--- src/hw/rtl/bgss_pkg.sv ---
// Shared types, codes and helpers for the bilinear grid sample/splat block.
// No dependencies; every other file but bgss_ram refers to this package by scoped names.
`timescale 1ns / 1ps
package bgss_pkg;

   typedef enum logic [1:0] {
      OP_WRITE   = 2'd0,
      OP_READ    = 2'd1,
      OP_SAMPLE  = 2'd2,
      OP_DEPOSIT = 2'd3
   } op_type;

   typedef enum logic [1:0] {
      BK_IDLE,
      BK_ISSUE,
      BK_MODIFY,
      BK_FINISH
   } back_state_type;

   localparam int VALUE_W     = 32;
   localparam int DIM_W       = 8;
   localparam int COORD_W     = 7;
   localparam int FRAC_IN_W   = 16;
   localparam int TERM_W      = VALUE_W + 1;
   localparam int SUM_W       = VALUE_W + 3;
   localparam int NEIGHBORS   = 4;
   localparam int IDX_W       = 2;
   localparam int QUEUE_DEPTH = 2;
   localparam int CSR_INDEX_W = 2;

   localparam logic [IDX_W-1:0]       LAST_IDX     = 2'd3;
   localparam logic [DIM_W-1:0]       DIM_RESET    = 8'd128;
   localparam logic [CSR_INDEX_W-1:0] CSR_WIDTH    = 2'd0;
   localparam logic [CSR_INDEX_W-1:0] CSR_HEIGHT   = 2'd1;

   // Fixed part of one queued work word.
   typedef struct packed {
      op_type                     op;
      logic                       err;
      logic signed [VALUE_W-1:0]  value;
   } item_ctrl_type;

   function automatic logic signed [VALUE_W-1:0] sat32(input logic signed [SUM_W-1:0] v);
      logic signed [VALUE_W-1:0] r;
      if (v > SUM_W'(signed'({1'b0, {(VALUE_W-1){1'b1}}}))) begin
         r = {1'b0, {(VALUE_W-1){1'b1}}};
      end else if (v < SUM_W'(signed'({1'b1, {(VALUE_W-1){1'b0}}}))) begin
         r = {1'b1, {(VALUE_W-1){1'b0}}};
      end else begin
         r = v[VALUE_W-1:0];
      end
      return r;
   endfunction

endpackage

--- src/hw/rtl/bgss_front.sv ---
// Front end: takes a command word, checks range, forms the four cell
// addresses and bilinear weights, and hands the work word on. Uses bgss_pkg.
`timescale 1ns / 1ps
module bgss_front #(
   parameter int FRAC_BITS = 16,
   parameter int ADDR_W    = 14
) (
   input  logic                                   clock,
   input  logic                                   reset,
   input  logic                                   start,
   output logic                                   busy,
   input  logic [1:0]                             req_opcode,
   input  logic [bgss_pkg::COORD_W-1:0]           req_x_whole,
   input  logic [bgss_pkg::COORD_W-1:0]           req_y_whole,
   input  logic [bgss_pkg::FRAC_IN_W-1:0]         req_x_frac,
   input  logic [bgss_pkg::FRAC_IN_W-1:0]         req_y_frac,
   input  logic signed [bgss_pkg::VALUE_W-1:0]    req_value_in,
   input  logic [bgss_pkg::DIM_W-1:0]             width_in_use,
   input  logic [bgss_pkg::DIM_W-1:0]             height_in_use,
   input  logic                                   push_ready,
   output logic                                   push_valid,
   output bgss_pkg::item_ctrl_type                push_ctrl,
   output logic [bgss_pkg::NEIGHBORS-1:0][ADDR_W-1:0]    push_addr,
   output logic [bgss_pkg::NEIGHBORS-1:0][FRAC_BITS:0]   push_wt
);
   localparam int WT_W  = FRAC_BITS + 1;
   localparam int DIM_W = bgss_pkg::DIM_W;
   localparam int ROW_W = 2 * DIM_W + 1;
   localparam logic [WT_W-1:0] ONE_Q = WT_W'(1) << FRAC_BITS;

   logic                                  stg_valid_ff, stg_valid_in;
   bgss_pkg::op_type                      stg_op_ff;
   logic [bgss_pkg::COORD_W-1:0]          stg_x_ff, stg_y_ff;
   logic [bgss_pkg::FRAC_IN_W-1:0]        stg_fx_ff, stg_fy_ff;
   logic signed [bgss_pkg::VALUE_W-1:0]   stg_value_ff;

   logic              accept;
   logic [DIM_W-1:0]  x_ext, y_ext, x_next, y_next, x1, y1;
   logic [2*DIM_W-1:0] row0, row1;
   logic [FRAC_BITS-1:0] fx, fy;
   logic [WT_W-1:0]   wx0, wx1, wy0, wy1;
   logic [2*WT_W-1:0] p00, p10, p01, p11;

   assign busy         = stg_valid_ff && !push_ready;
   assign accept       = start && !busy;
   assign stg_valid_in = accept || busy;

   always_ff @(posedge clock) begin
      if (reset) begin
         stg_valid_ff <= 1'b0;
      end else begin
         stg_valid_ff <= stg_valid_in;
      end
      if (accept) begin
         stg_op_ff    <= bgss_pkg::op_type'(req_opcode);
         stg_x_ff     <= req_x_whole;
         stg_y_ff     <= req_y_whole;
         stg_fx_ff    <= req_x_frac;
         stg_fy_ff    <= req_y_frac;
         stg_value_ff <= req_value_in;
      end
   end

   // Clamp the second neighbour onto the first at the right and bottom edges.
   always_comb begin
      x_ext  = {1'b0, stg_x_ff};
      y_ext  = {1'b0, stg_y_ff};
      x_next = x_ext + 1'b1;
      y_next = y_ext + 1'b1;
      x1     = (x_next < width_in_use)  ? x_next : x_ext;
      y1     = (y_next < height_in_use) ? y_next : y_ext;
      row0   = y_ext * width_in_use;
      row1   = y1 * width_in_use;
   end

   always_comb begin
      fx  = FRAC_BITS'(stg_fx_ff);
      fy  = FRAC_BITS'(stg_fy_ff);
      wx1 = {1'b0, fx};
      wy1 = {1'b0, fy};
      wx0 = ONE_Q - wx1;
      wy0 = ONE_Q - wy1;
      p00 = wx0 * wy0;
      p10 = wx1 * wy0;
      p01 = wx0 * wy1;
      p11 = wx1 * wy1;
   end

   assign push_valid      = stg_valid_ff;
   assign push_ctrl.op    = stg_op_ff;
   assign push_ctrl.err   = (x_ext >= width_in_use) || (y_ext >= height_in_use);
   assign push_ctrl.value = stg_value_ff;

   assign push_addr[0] = ADDR_W'(ROW_W'(row0) + ROW_W'(x_ext));
   assign push_addr[1] = ADDR_W'(ROW_W'(row0) + ROW_W'(x1));
   assign push_addr[2] = ADDR_W'(ROW_W'(row1) + ROW_W'(x_ext));
   assign push_addr[3] = ADDR_W'(ROW_W'(row1) + ROW_W'(x1));

   assign push_wt[0] = WT_W'(p00 >> FRAC_BITS);
   assign push_wt[1] = WT_W'(p10 >> FRAC_BITS);
   assign push_wt[2] = WT_W'(p01 >> FRAC_BITS);
   assign push_wt[3] = WT_W'(p11 >> FRAC_BITS);
endmodule

--- config.mk ---
export PLATFORM = sky130hd
export DESIGN_NAME = bgss_front
export DESIGN_NICKNAME = d
export VERILOG_FILES = /design/src/hw/rtl/bgss_pkg.sv /design/src/hw/rtl/bgss_front.sv
export SDC_FILE = /design/constraint.sdc
export NUM_CORES = 2
export LEC_CHECK = 0
export BUFFER_PORTS_ARGS = -buffer_cell sky130_fd_sc_hd__buf_2
export CAP_MARGIN = 20
export CORE_ASPECT_RATIO = 0.7
export CORE_UTILIZATION = 59
export DETAILED_ROUTE_END_ITERATION = 8
export PLACE_DENSITY = 0.81
export SLEW_MARGIN = 20
export SYNTH_ARGS = -nofsm -noshare
export SYNTH_HDL_FRONTEND = slang
export SYNTH_SLANG_ARGS = --single-unit
--- constraint.sdc ---
create_clock -name clock -period 8.3 [get_ports clock]
set_input_delay 0.83 -clock clock [delete_from_list [all_inputs] [get_ports clock]]
set_output_delay 0.83 -clock clock [all_outputs]
set_load 0.005 [all_outputs]
==> impl_metrics.tcl <==
set metrics [dict create \
    dp_slack_ns -0.337 \
    io_pins 261 \
    synth_fp_nets 6325 \
    synth.area.top_cells "fa_1 42%, ha_1 16%, inv_1 10%" \
    clock_skew_ns 0.0159 \
    viasPerCell 5.66 \
    slowest_stage "or4_4" \
    crit_arrival_ns 8.32 \
    fmax_mhz 109 \
    fp.dieW_um 323 \
    dp_hpwl_mm 89.8 \
    worstSetupPathType "reg2out" \
    cts_max_level 3 \
    cp.required_ns 7.47 \
    fin_hold_ws_ns 0.598 \
    cts.sinks 81 \
    worst-slew-pin-transition_ns 0.933 \
    setup_ws_ns -0.847 \
    drt-total-wl_mm 123 \
    crit_family "adder cells" \
    final-setup-viol-count 48 \
    syn2layout_area_growth_pct 15.1 \
    grt_max_degree 63 \
    dieArea_mm2 0.0732 \
    fin_crit_sh_pct 110 \
    cts_buffers 9 \
    clock_path_buffers 2 \
    hp-class "in2reg" \
    start_kind "register" \
    violations "setup timing" \
    crit_top_cell "fa_1" \
    synthesis.area_mm2 0.0425 \
    fin_cells 6119 \
    final_util_pct 69.4 \
    synth.distinct_cells 82 \
    grtUsageTotal_pct 33.6 \
    synth.most_common_cell "inv_1" \
    syn-instance-count 4799 \
    path_clk_slew_ns 0.09 \
    min_period_ns 9.15 \
    drive_gt1_share_pct 16.8 \
    cp_slowest_stage_delay_ns 0.60 \
    cp_max_fo 3 \
    grt_antenna_before_repair 4 \
    root_buffer "clkbuf_16" \
    clk_latency_ns 0.40 \
    dieHeight_um 227 \
    wl_per_cell_um 20.0 \
    drv_slew 0 \
    grt_setup_unrepaired "true" \
    async_flop_share_pct 0 \
    synth_edf_count 80 \
    ys.flop_type "edfxtp_1" \
    place.gp.congestion 0.975 \
    grt_pass1_wl_mm 192 \
    antenna_left 0 \
    num-nets-final 6682 \
    port_buffers 259 \
    seq_area_frac_synth_pct 5.70 \
    yosysTopAreaCell "fa_1" \
    outcome "complete, but fails checks" \
    synth-seq-cells 81 \
    gr-total-overflow 0 \
    cp-end-kind "output pin" \
    design.core.area_mm2 0.0705 \
    num_vias 34700 \
    path_buf_inv 7 \
    slew_headroom_pct 37.8 \
    maxCapViolations 0 \
    tritoncts "built" \
    drc_errors 0 \
    drt_iter0_drc 3852 \
    netlist_top_cells_count "1135 x inv_1, 895 x fa_1, 797 x nand2_1, 531 x ha_1, 333 x and2_1" \
    drt_pre_antenna_iters 9 \
    initial_utilization_pct 60.3 \
    hold_buffers 0 \
    synth_top_area_share_pct 42.1 \
    synth.avg_cell_area_um2 8.86 \
    numPlacedInstances 6018 \
    hold_viol_final 0 \
    num_rows 81 \
    grt_pass1_vias 36600 \
    yosys_warnings 0 \
]
[flip-flops by register name, indices dropped and copies added (netlist names)]
name          flops
push_valid        1
fx               16
fy               16
stg_value_ff     32
stg_op_ff         2
stg_x_ff          7
stg_y_ff          7
[area by class of cell]
cell class	count	area, µm²
clock inverters	7	91.3
flip-flops and latches	81	2420
multi-input cells	3338	36400
diodes	4	10.0
inverters	1138	4270
clock buffers	9	225
repair buffers	588	4320
well taps	954	1190
fillers	4966	21600
[repair_timing]
action / in CTS / in global routing
setup endpoints to repair: 48 / 67
gates cloned: 3 / 3
pin swaps: 96 / 60
endpoints found under the hold margin: 0 / 0
buffers inserted: 63 / 24
resized for setup: 198 / 139
[worst reg2reg max path: stages, from the launching register on]
cell and delay [ns]:
dfxtp_1 0.31, nor2b_1 0.17, nor2b_4 0.60, buf_4 0.86
[routing by layer]
metal / up-vias / track usage [%] / routed length [µm]
met5: - / 0 / 13
met4: 2 / 9.30 / 5180
met3: 451 / 8.56 / 16600
met2: 2227 / 51.6 / 53600
met1: 17000 / 47.4 / 47200
li1: 14900 / - / -
[cells in the final DEF, fill, tap and decap left out, drive strengths merged, types with 4 or more instances in the layout]
cell type  count
nand4         11
a311oi         4
ha           531
a21oi         94
diode          4
or4            4
buf          583
mux2i          4
or3            5
nor3          29
nor2b         30
nand2b        23
inv         1135
o21bai        15
xnor2        125
edfxtp        80
o21a          18
nand2        798
clkbuf        12
and2         340
o211ai        10
and3          19
a31oi          7
a211oi         8
nand3         25
a21o          42
clkinv        10
xor2          65
a2111oi        4
a21boi         4
nor2         121
nor4           9
fa           895
nand3b         4
nor3b          4
o21ai         44
[path summary, 6_finish.rpt]
check | startpoint | endpoint | slack (ns) | cells past startpoint
worst max-delay path | fy[2]$_DFFE_PP_ | push_wt[31] | -0.85 | 30
worst min-delay path | reset | push_valid$_SDFF_PP0_ | 0.60 | 2
worst max register to register | push_valid$_SDFF_PP0_ | fx[2]$_DFFE_PP_ | 5.93 | 3
worst min register to register | push_valid$_SDFF_PP0_ | push_valid$_SDFF_PP0_ | 0.66 | 3
[through the flow]
step           TNS (ns)  instance area (µm²)
2_1_floorplan         0                42500
3_3_place_gp     -0.677                46300
3_5_place_dp      -4.81                46300
4_1_cts           -6.20                48100
5_1_grt          -30.15                48900
6_report         -20.73                48900
[logic make-up (layout without fill, tap and decap cells)]
group | Yosys count | after routing | share of synthesized area [%]
AO/OA/AOI/OAI | 284 | 284 | 4.49
XOR/XNOR | 190 | 191 | 3.96
adder cells (fa/ha/maj) | 1426 | 1426 | 57.8
buffers and inverters | 1381 | 1742 | 12.3
flip-flops | 81 | 81 | 5.70
multiplexers | 5 | 5 | 0.121
other | 1 | 5 | 0.00882
AND/OR/NAND/NOR | 1431 | 1431 | 15.7
Power is left out: the tool's default activity adds up to more than one toggle a clock period on the data nets, which glitch-free logic cannot reach.
