$ cat src/hw/rtl/bgss_pkg.sv
// Shared types, codes and helpers for the bilinear grid sample/splat block.
// No dependencies; every other file but bgss_ram refers to this package by scoped names.
`timescale 1ns / 1ps
package bgss_pkg;

   typedef enum logic [1:0] {
      OP_WRITE   = 2'd0,
      OP_READ    = 2'd1,
      OP_SAMPLE  = 2'd2,
      OP_DEPOSIT = 2'd3
   } op_type;

   typedef enum logic [1:0] {
      BK_IDLE,
      BK_ISSUE,
      BK_MODIFY,
      BK_FINISH
   } back_state_type;

   localparam int VALUE_W     = 32;
   localparam int DIM_W       = 8;
   localparam int COORD_W     = 7;
   localparam int FRAC_IN_W   = 16;
   localparam int TERM_W      = VALUE_W + 1;
   localparam int SUM_W       = VALUE_W + 3;
   localparam int NEIGHBORS   = 4;
   localparam int IDX_W       = 2;
   localparam int QUEUE_DEPTH = 2;
   localparam int CSR_INDEX_W = 2;

   localparam logic [IDX_W-1:0]       LAST_IDX     = 2'd3;
   localparam logic [DIM_W-1:0]       DIM_RESET    = 8'd128;
   localparam logic [CSR_INDEX_W-1:0] CSR_WIDTH    = 2'd0;
   localparam logic [CSR_INDEX_W-1:0] CSR_HEIGHT   = 2'd1;

   // Fixed part of one queued work word.
   typedef struct packed {
      op_type                     op;
      logic                       err;
      logic signed [VALUE_W-1:0]  value;
   } item_ctrl_type;

   function automatic logic signed [VALUE_W-1:0] sat32(input logic signed [SUM_W-1:0] v);
      logic signed [VALUE_W-1:0] r;
      if (v > SUM_W'(signed'({1'b0, {(VALUE_W-1){1'b1}}}))) begin
         r = {1'b0, {(VALUE_W-1){1'b1}}};
      end else if (v < SUM_W'(signed'({1'b1, {(VALUE_W-1){1'b0}}}))) begin
         r = {1'b1, {(VALUE_W-1){1'b0}}};
      end else begin
         r = v[VALUE_W-1:0];
      end
      return r;
   endfunction

endpackage

$ cat src/hw/rtl/bgss_queue.sv
// Short FIFO that decouples the classify front end from the memory back end.
// Uses bgss_pkg for its depth.
`timescale 1ns / 1ps
module bgss_queue #(
   parameter int DATA_W = 64
) (
   input  logic              clock,
   input  logic              reset,
   input  logic              push,
   input  logic [DATA_W-1:0] push_data,
   output logic              full,
   input  logic              pop,
   output logic              empty,
   output logic [DATA_W-1:0] pop_data
);
   localparam int DEPTH = bgss_pkg::QUEUE_DEPTH;
   localparam int PTR_W = $clog2(DEPTH);
   localparam int CNT_W = $clog2(DEPTH + 1);

   logic [DATA_W-1:0] slot_ff [DEPTH];
   logic [PTR_W-1:0]  wr_ptr_ff, wr_ptr_in;
   logic [PTR_W-1:0]  rd_ptr_ff, rd_ptr_in;
   logic [CNT_W-1:0]  count_ff, count_in;

   assign full     = (count_ff == CNT_W'(DEPTH));
   assign empty    = (count_ff == '0);
   assign pop_data = slot_ff[rd_ptr_ff];

   always_comb begin
      wr_ptr_in = wr_ptr_ff;
      rd_ptr_in = rd_ptr_ff;
      count_in  = count_ff;
      if (push) begin
         wr_ptr_in = (wr_ptr_ff == PTR_W'(DEPTH - 1)) ? '0 : wr_ptr_ff + 1'b1;
      end
      if (pop) begin
         rd_ptr_in = (rd_ptr_ff == PTR_W'(DEPTH - 1)) ? '0 : rd_ptr_ff + 1'b1;
      end
      if (push && !pop) begin
         count_in = count_ff + 1'b1;
      end else if (pop && !push) begin
         count_in = count_ff - 1'b1;
      end
   end

   always_ff @(posedge clock) begin
      if (reset) begin
         wr_ptr_ff <= '0;
         rd_ptr_ff <= '0;
         count_ff  <= '0;
      end else begin
         wr_ptr_ff <= wr_ptr_in;
         rd_ptr_ff <= rd_ptr_in;
         count_ff  <= count_in;
      end
      if (push) begin
         slot_ff[wr_ptr_ff] <= push_data;
      end
   end

   push_not_full: assert property (@(posedge clock) disable iff (reset)
      !(push && full))
      else $error("word pushed into full queue");

   pop_not_empty: assert property (@(posedge clock) disable iff (reset)
      !(pop && empty))
      else $error("word popped from empty queue");

   count_tracks: assert property (@(posedge clock) disable iff (reset)
      (push && !pop) |=> (count_ff == $past(count_ff) + 1'b1))
      else $error("queue count lost a push");
endmodule

$ cat config.mk
export PLATFORM = sky130hd
export DESIGN_NAME = bgss_queue
export DESIGN_NICKNAME = d
export VERILOG_FILES = /design/src/hw/rtl/bgss_pkg.sv /design/src/hw/rtl/bgss_queue.sv
export SDC_FILE = /design/constraint.sdc
export NUM_CORES = 1
export LEC_CHECK = 0
export ABC_AREA = 1
export BUFFER_PORTS_ARGS = -buffer_cell sky130_fd_sc_hd__buf_2
export CAP_MARGIN = 20
export CORE_MARGIN = 3
export CORE_UTILIZATION = 34
export CTS_BUF_LIST = sky130_fd_sc_hd__clkbuf_16
export DETAILED_ROUTE_END_ITERATION = 10
export SYNTH_ARGS = -nofsm -noshare
export SYNTH_HDL_FRONTEND = slang
export SYNTH_SLANG_ARGS = --single-unit
$ cat constraint.sdc
create_clock -name clock -period 4 [get_ports clock]
set_input_delay 0.8 -clock clock [delete_from_list [all_inputs] [get_ports clock]]
set_output_delay 0.8 -clock clock [all_outputs]
set_load 0.05 [all_outputs]
==> results.md, run 1 <==
- Outcome: finished, final reports clean
- Hold endpoint: rd_ptr_ff
- CTS Sinks: ~130
- IO buf count: ~130
- Routability Congestion: around 0.72
- Clk Latency, worst-skew pair: 0.41 ns
- Die width: 129 um
- WS Path Type: flop to primary output
- Syn_nets: around 300
- DR pass1 iterations: 4
- Worst VDD drop: ~0.30 mV
- Die height: 129 um
- Ys Warns: 0
- Pleak: 2.65 nW
- Power per Cell Area: about 580 mW/mm^2
- Internal cell power: 2.90 mW
- Synth cell types: 16
- Vias/cell: between 4 and 5
- Fill count: ~1300
- Nature of the critical path startpoint: flop
- Hold Buf Count CTS: 0
- CP peak stage delay: approximately 0.75 ns
- Most frequent cells in the layout: buf_2 (133), edfxtp_1 (128), mux2_4 (60), clkbuf_16 (17), inv_1 (8)
- CTS tree: built
- Clock power frac: roughly 43%
- H-tree levels: 4
- Final period util: between 70 and 80%
- Final Hold Viols: 0
- Gate power share: between 10% and 20%
- RSZ-0062 raised after global routing: no
- Io pins: roughly 130
- Slew @ Worst Pin: 0.787 ns
- DPL Wire Length: roughly 5.7 mm
- Share of power burned in registers: 42.7%
- Final setup fails: 0
- Row cnt: 44
- Pin count of the biggest net entering global routing: 41
- Worst path slowest cell: dfxtp_4
- Setup TNS: 0 ns
- Reg2reg path depth: 2
- Mapped Cells: approximately 230
- Wire per inst: 15.4 um
- Total GRT Usage: between 10% and 20%
- Crit Path Max Fanout: 33
- WL final: between 8 and 9 mm
- Vias in the first global route: ~2600
- Worst Path Arrival: approximately 2.1 ns
- Total number of vias: between 2000 and 3000
- Root Driver: clkbuf_16
- Global route overflow: 0
- Ant. Diodes: 0
- Critical Path RT: about 3.2 ns
- Delay-heaviest family, CP: flip-flops
- R2r setup slk: between 2 and 2.5 ns
- CTS clk-pin slew, worst paths: about 0.060 ns
- Share of layout cells above drive strength 1: between 50% and 60%
- Critical path cell sequence: buf_12 -> mux2_2 -> buf_2
- CP bufs+invs: 2
- Net Sw Frac: between 20% and 30%
- Yosys reg bits: 133
- Hold Crit Class: flop to flop
- Hold Crit Depth: 2
- CP Capture Type: primary output
- Layout Utilization: 45.0%
- Iteration-0 DRC Markers: ~150
- Post-CTS Setup Inserts: 0
- Number of remaining DRC errors: 0
- Fmax: between 300 and 400 MHz
- Initial antenna violation count: 0
- Post-cts sizing count: 0
- Max Buffers Root-to-Sink: 2
- Overall power: 3.86 mW
- Synthesized area per cell: between 20 and 25 um^2
- Die ar.: about 0.017 mm^2
- First-pass GRT wire length: about 14 mm
- Setup Skew: a little under 0.004 ns
- CTS Buf Count: 17
- Hold path startpoint: rd_ptr_ff
- Register area share after synthesis: between 70 and 80%
- Max cap viols: 0
- Post-route minimum period: 2.90 ns
- Sw Pwr: a little under 1 mW
- Max-slew violation count: 0
- Core Area: about 0.015 mm^2
- Post-route ant nets: 0
- Max-slew headroom: a little under half
- Critical register-to-register path startpoint: wr_ptr_ff
- Area Growth Syn to Fin: 28.6%
- Mapped Area: 0.00515 mm^2
- Reg2Reg Capture Point: slot_ff[0][39]
- Leading cell type in the layout, fill and taps excluded: buf_2
- Net count reported at finish: 449
- Initial core utilization: a little over a third
-- per-layer routing --
layer / global-route usage (%) / wire length [um] / up-vias
met5: 0 / 0 / -
met4: 5.56 / 174 / 0
met3: 4.00 / 592 / 14
met2: 17.3 / 4270 / 93
met1: 13.3 / 3850 / 1235
li1: - / - / 1197
-- sequential cells by signal, indices dropped and copies added, names as in the netlist, named ones only --
| signal | count |
|---|---|
| slot_ff | 128 |
| count_ff | 2 |
| rd_ptr_ff | 1 |
| wr_ptr_ff | 1 |
-- power groups by stage --
stage	clock, mW	sequential, mW	combinational [mW]
after detailed placement	0	1.68	0.569
final	1.65	1.65	0.561
after global placement	0	1.67	0.565
after CTS	1.70	1.65	0.571
after floorplan	0	1.66	0.473
after global routing	1.76	1.66	0.591
-- through the flow --
stage | worst slack (ns) | instance area, um^2 | instances | hold slack [ns]
finish | 1.10 | 6620 | 577 | 0.525
global route | 0.998 | 6620 | 577 | 0.552
CTS | 1.03 | 6620 | 577 | 0.529
detailed placement | 1.49 | 5980 | 545 | 0.507
global placement | 1.50 | 5980 | 545 | 0.502
floorplan | 1.10 | 5150 | 232 | 0.480
-- cell type report --
type / count / area, um^2 / area share [%]
clock buffer: 17 / 425 / 6.43
clock inverter: 15 / 210 / 3.18
inverter: 9 / 33.8 / 0.510
multi-input combinational: 83 / 1050 / 15.8
sequential: 133 / 3950 / 59.6
tap: 184 / 230 / 3.48
timing repair buffer: 136 / 726 / 11.0
-- synthesized netlist by cell type, drive strengths merged --
master / number / area [um^2]
a21oi: 1 / 5.00
buf: 7 / 131
dfxtp: 5 / 100
edfxtp: 128 / 3840
ha: 1 / 12.5
inv: 9 / 33.8
mux2: 64 / 946
nand2: 5 / 18.8
nand3: 1 / 5.00
nand4: 1 / 6.26
nor2: 7 / 26.3
nor3: 1 / 5.00
o21ai: 1 / 5.00
xnor2: 1 / 8.76
-- how the worst max path moves through the flow --
stage	start	endpoint	slack, ns	cells past startpoint
finish	flop	pop_data[49]	1.10	3
global route	flop	pop_data[49]	1.0	3
CTS	flop	pop_data[49]	1.03	3
detailed placement	flop	pop_data[49]	1.49	3
global placement	flop	pop_data[49]	1.50	3
floorplan	push	slot_ff[0][0]	1.10	2
-- worst reg2reg max path, cell delays in order (launching register included) --
cell     delay, ns
dfxtp_1       0.34
nor2_4        0.63
buf_12        0.33
-- kinds of logic (layout without fill, tap and decap cells) --
family	Yosys count	in the layout	synth area share (%)
AOI/OAI and AO/OA	2	2	0.194
xor gates and xnor gates	1	1	0.170
adders and majority gates	1	1	0.243
buffers and inverters	16	177	3.21
DFF	133	133	76.6
muxes	64	64	18.4
and+or+nand+nor	15	15	1.19
Note: power is estimated with default switching activity, not from simulation.
==> run 2: changes to the inputs <==
==> constraint.sdc (replaced) <==
create_clock -name clock -period 2.4 [get_ports clock]
set_input_delay 0.48 -clock clock [delete_from_list [all_inputs] [get_ports clock]]
set_output_delay 0.48 -clock clock [all_outputs]
set_load 0.05 [all_outputs]
==> run 2 against run 1 <==
Against the previous run:
- die area is the same
- hold slack lost 0.27 ns
- non-clock buffer count grew 3
- sequential share of layout area shrank 0.16 points
- critical endpoint is now pop_data[43]
- highest routed layer unchanged
- final area grew 0.26%
- register-to-register slack lost 1.3 ns
- critical path type unchanged
- largest power group unchanged
- flip-flop and latch count is the same
- largest cell class unchanged
- sequential power grew 65%
- clock power grew 62%
==> results.md, run 2 (synthesis gave the netlist of run 1 again) <==
- Outcome: finished, final reports clean (unchanged)
- Hold path startpoint: push_data[48] (was rd_ptr_ff)
- Post-route minimum period: between 2 and 2.5 ns
- Net count reported at finish: 452 (was 449)
- Initial core utilization: 35.0% (unchanged)
- Reg with most FFs: slot_ff (unchanged)
- First-pass GRT wire length: 13.7 mm (was 13.5 mm)
- CTS Sinks: 133 (unchanged)
- Max Buffers Root-to-Sink: 2 (unchanged)
- CTS tree: built (unchanged)
- Clk Latency, worst-skew pair: 0.41 ns (about the same)
- Leading cell type in the layout, fill and taps excluded: buf_2 (unchanged)
- Max cap viols: 0 (unchanged)
- H-tree levels: 4 (unchanged)
- WL final: 8.91 mm (was 8.89 mm)
- Slew @ Worst Pin: 0.499 ns (was 0.787 ns)
- Setup TNS: 0 ns (unchanged)
- Total GRT Usage: 11.2% (was 11.0%)
- Post-route ant nets: 0 (unchanged)
- Die height: 129 um (unchanged)
- Vias in the first global route: 2722 (was 2622)
- Die width: 129 um (unchanged)
- Nature of the critical path startpoint: flop (unchanged)
- Initial antenna violation count: 0 (unchanged)
- Routability Congestion: 0.684 (was 0.722)
- Fill count: 1274 (was 1281)
- Io pins: 134 (unchanged)
- Grt met3 use: 5.07% (was 4.00%)
- Final period util: around 88%
- Post-cts sizing count: 0 (unchanged)
- Core Area: 0.0147 mm^2 (unchanged)
- Number of remaining DRC errors: 0 (unchanged)
- IO buf count: 133 (unchanged)
- Hold Crit Class: primary input to flop (was flop to flop)
- Max-slew violation count: 0 (unchanged)
- Total number of vias: 2533 (was 2539)
- WS Path Type: flop to primary output (unchanged)
- Final Hold Viols: 0 (unchanged)
- Global route overflow: 0 (unchanged)
- Layout Utilization: 45.1% (was 45.0%)
- CTS clk-pin slew, worst paths: 0.06 ns (about the same)
- Critical path cell sequence: buf_12 -> mux2_2 -> buf_2 (unchanged)
- CP peak stage delay: 0.37 ns (was 0.75 ns)
- Area Growth Syn to Fin: 28.9% (was 28.6%)
- Die ar.: 0.0167 mm^2 (unchanged)
- DR pass1 iterations: 4 (unchanged)
- Fmax: between 400 and 500 MHz
- Row cnt: 44 (unchanged)
- Ant. Diodes: 0 (unchanged)
- DPL Wire Length: 6.01 mm (was 5.72 mm)
- Power per Cell Area: 961 mW/mm^2 (was 584 mW/mm^2)
- Busiest grt layer: met2 (unchanged)
- Pin count of the biggest net entering global routing: 36 (was 41)
- Wire per inst: 15.4 um (about the same)
- Max-slew headroom: 66.7% (was 47.4%)
- Biggest regs: slot_ff: 128 flops, count_ff: 2 flops (unchanged)
- CTS Buf Count: 17 (unchanged)
- Worst VDD drop: 0.506 mV (was 0.297 mV)
- Worst path slowest cell: dfxtp_4 (unchanged)
- RSZ-0062 raised after global routing: no (unchanged)
- Final setup fails: 0 (unchanged)
- Critical Path RT: 1.92 ns (was 3.20 ns)
- GR Layer Usage met1: 12.6% (was 13.3%)
- Share of layout cells above drive strength 1: 59.0% (about the same)
- Hold Buf Count CTS: 0 (unchanged)
- Most frequent cells in the layout: buf_2 (133), edfxtp_1 (128), mux2_4 (60), clkbuf_16 (17), inv_1 (10) (was buf_2 (133), edfxtp_1 (128), mux2_4 (60), clkbuf_16 (17), inv_1 (8))
- Setup Skew: 0.00624 ns (was 0.00396 ns)
- CP Capture Type: primary output (unchanged)
- Worst Path Arrival: 1.63 ns (was 2.10 ns)
- GR Util met2: 18.1% (was 17.3%)
- Vias/cell: 4.37 (was 4.40)
- Iteration-0 DRC Markers: 118 (was 147)
- Largest register FFs: 128 (unchanged)
- Crit Path Max Fanout: 32 (was 33)
- Pleak: 2.67 nW (was 2.65 nW)
- Root Driver: clkbuf_16 (unchanged)
- Post-CTS Setup Inserts: 0 (unchanged)
- Critical register-to-register path startpoint: wr_ptr_ff (unchanged)
==> run 2: cell types whose count changed in the layout (fill, tap and decap cells not counted) <==
cell	before	now
inv_1	8	10
clkinv_1	3	2
inv_6	1	0
buf_4	0	2
buf_12	3	4
clkinv_2	3	4
clkinv_4	2	0
==> run 2: layout make-up <==
| cell class | count | area (um^2) | share of cell area, % |
|---|---|---|---|
| Clock buffer | 17 | 425 | 6.41 |
| Clock inverter | 14 | 193 | 2.90 |
| Inverter | 9 | 33.8 | 0.509 |
| Multi-Input combinational cell | 83 | 1050 | 15.8 |
| Sequential cell | 133 | 3950 | 59.5 |
| Tap cell | 184 | 230 | 3.47 |
| Timing Repair Buffer | 139 | 761 | 11.5 |
==> run 2: critical path: cells and delay by family (launching register included) <==
kind                   cells  cell delay [ns]
DFF                        1             0.37
buffers and inverters      2             0.46
muxes                      1             0.37
==> run 2: path summary, 6_finish.rpt <==
check	to	slack (ns)	cells after the start
setup / recovery	pop_data[43]	0.29	3
hold / removal	slot_ff[0][48]	0.25	1
setup reg to reg	slot_ff[1][34]	1.05	3
hold reg to reg	flop	0.52	2
==> run 2: per-layer routing <==
metal	part of all wire, %	wire (um)
met3	7.5	667
met5	0	0
met2	51	4570
met4	1.8	161
met1	39	3520
==> run 2: stage by stage <==
step	worst slack (ns)	cell area (um^2)	hold slack, ns	std cells	total power [mW]
after global placement	0.720	6020	0.499	548	3.74
after CTS	0.267	6640	0.234	579	6.48
after global routing	0.210	6640	0.228	579	6.63
after detailed placement	0.717	6020	0.513	548	3.76
after floorplan	0.191	5150	0.480	232	3.55
final	0.292	6640	0.255	579	6.38
==> run 2: power by group <==
part           switching, mW  total [mW]  internal (mW)
Combinational          0.649       0.973          0.325
Sequential            0.0336        2.72           2.69
Clock                  0.873        2.68           1.81
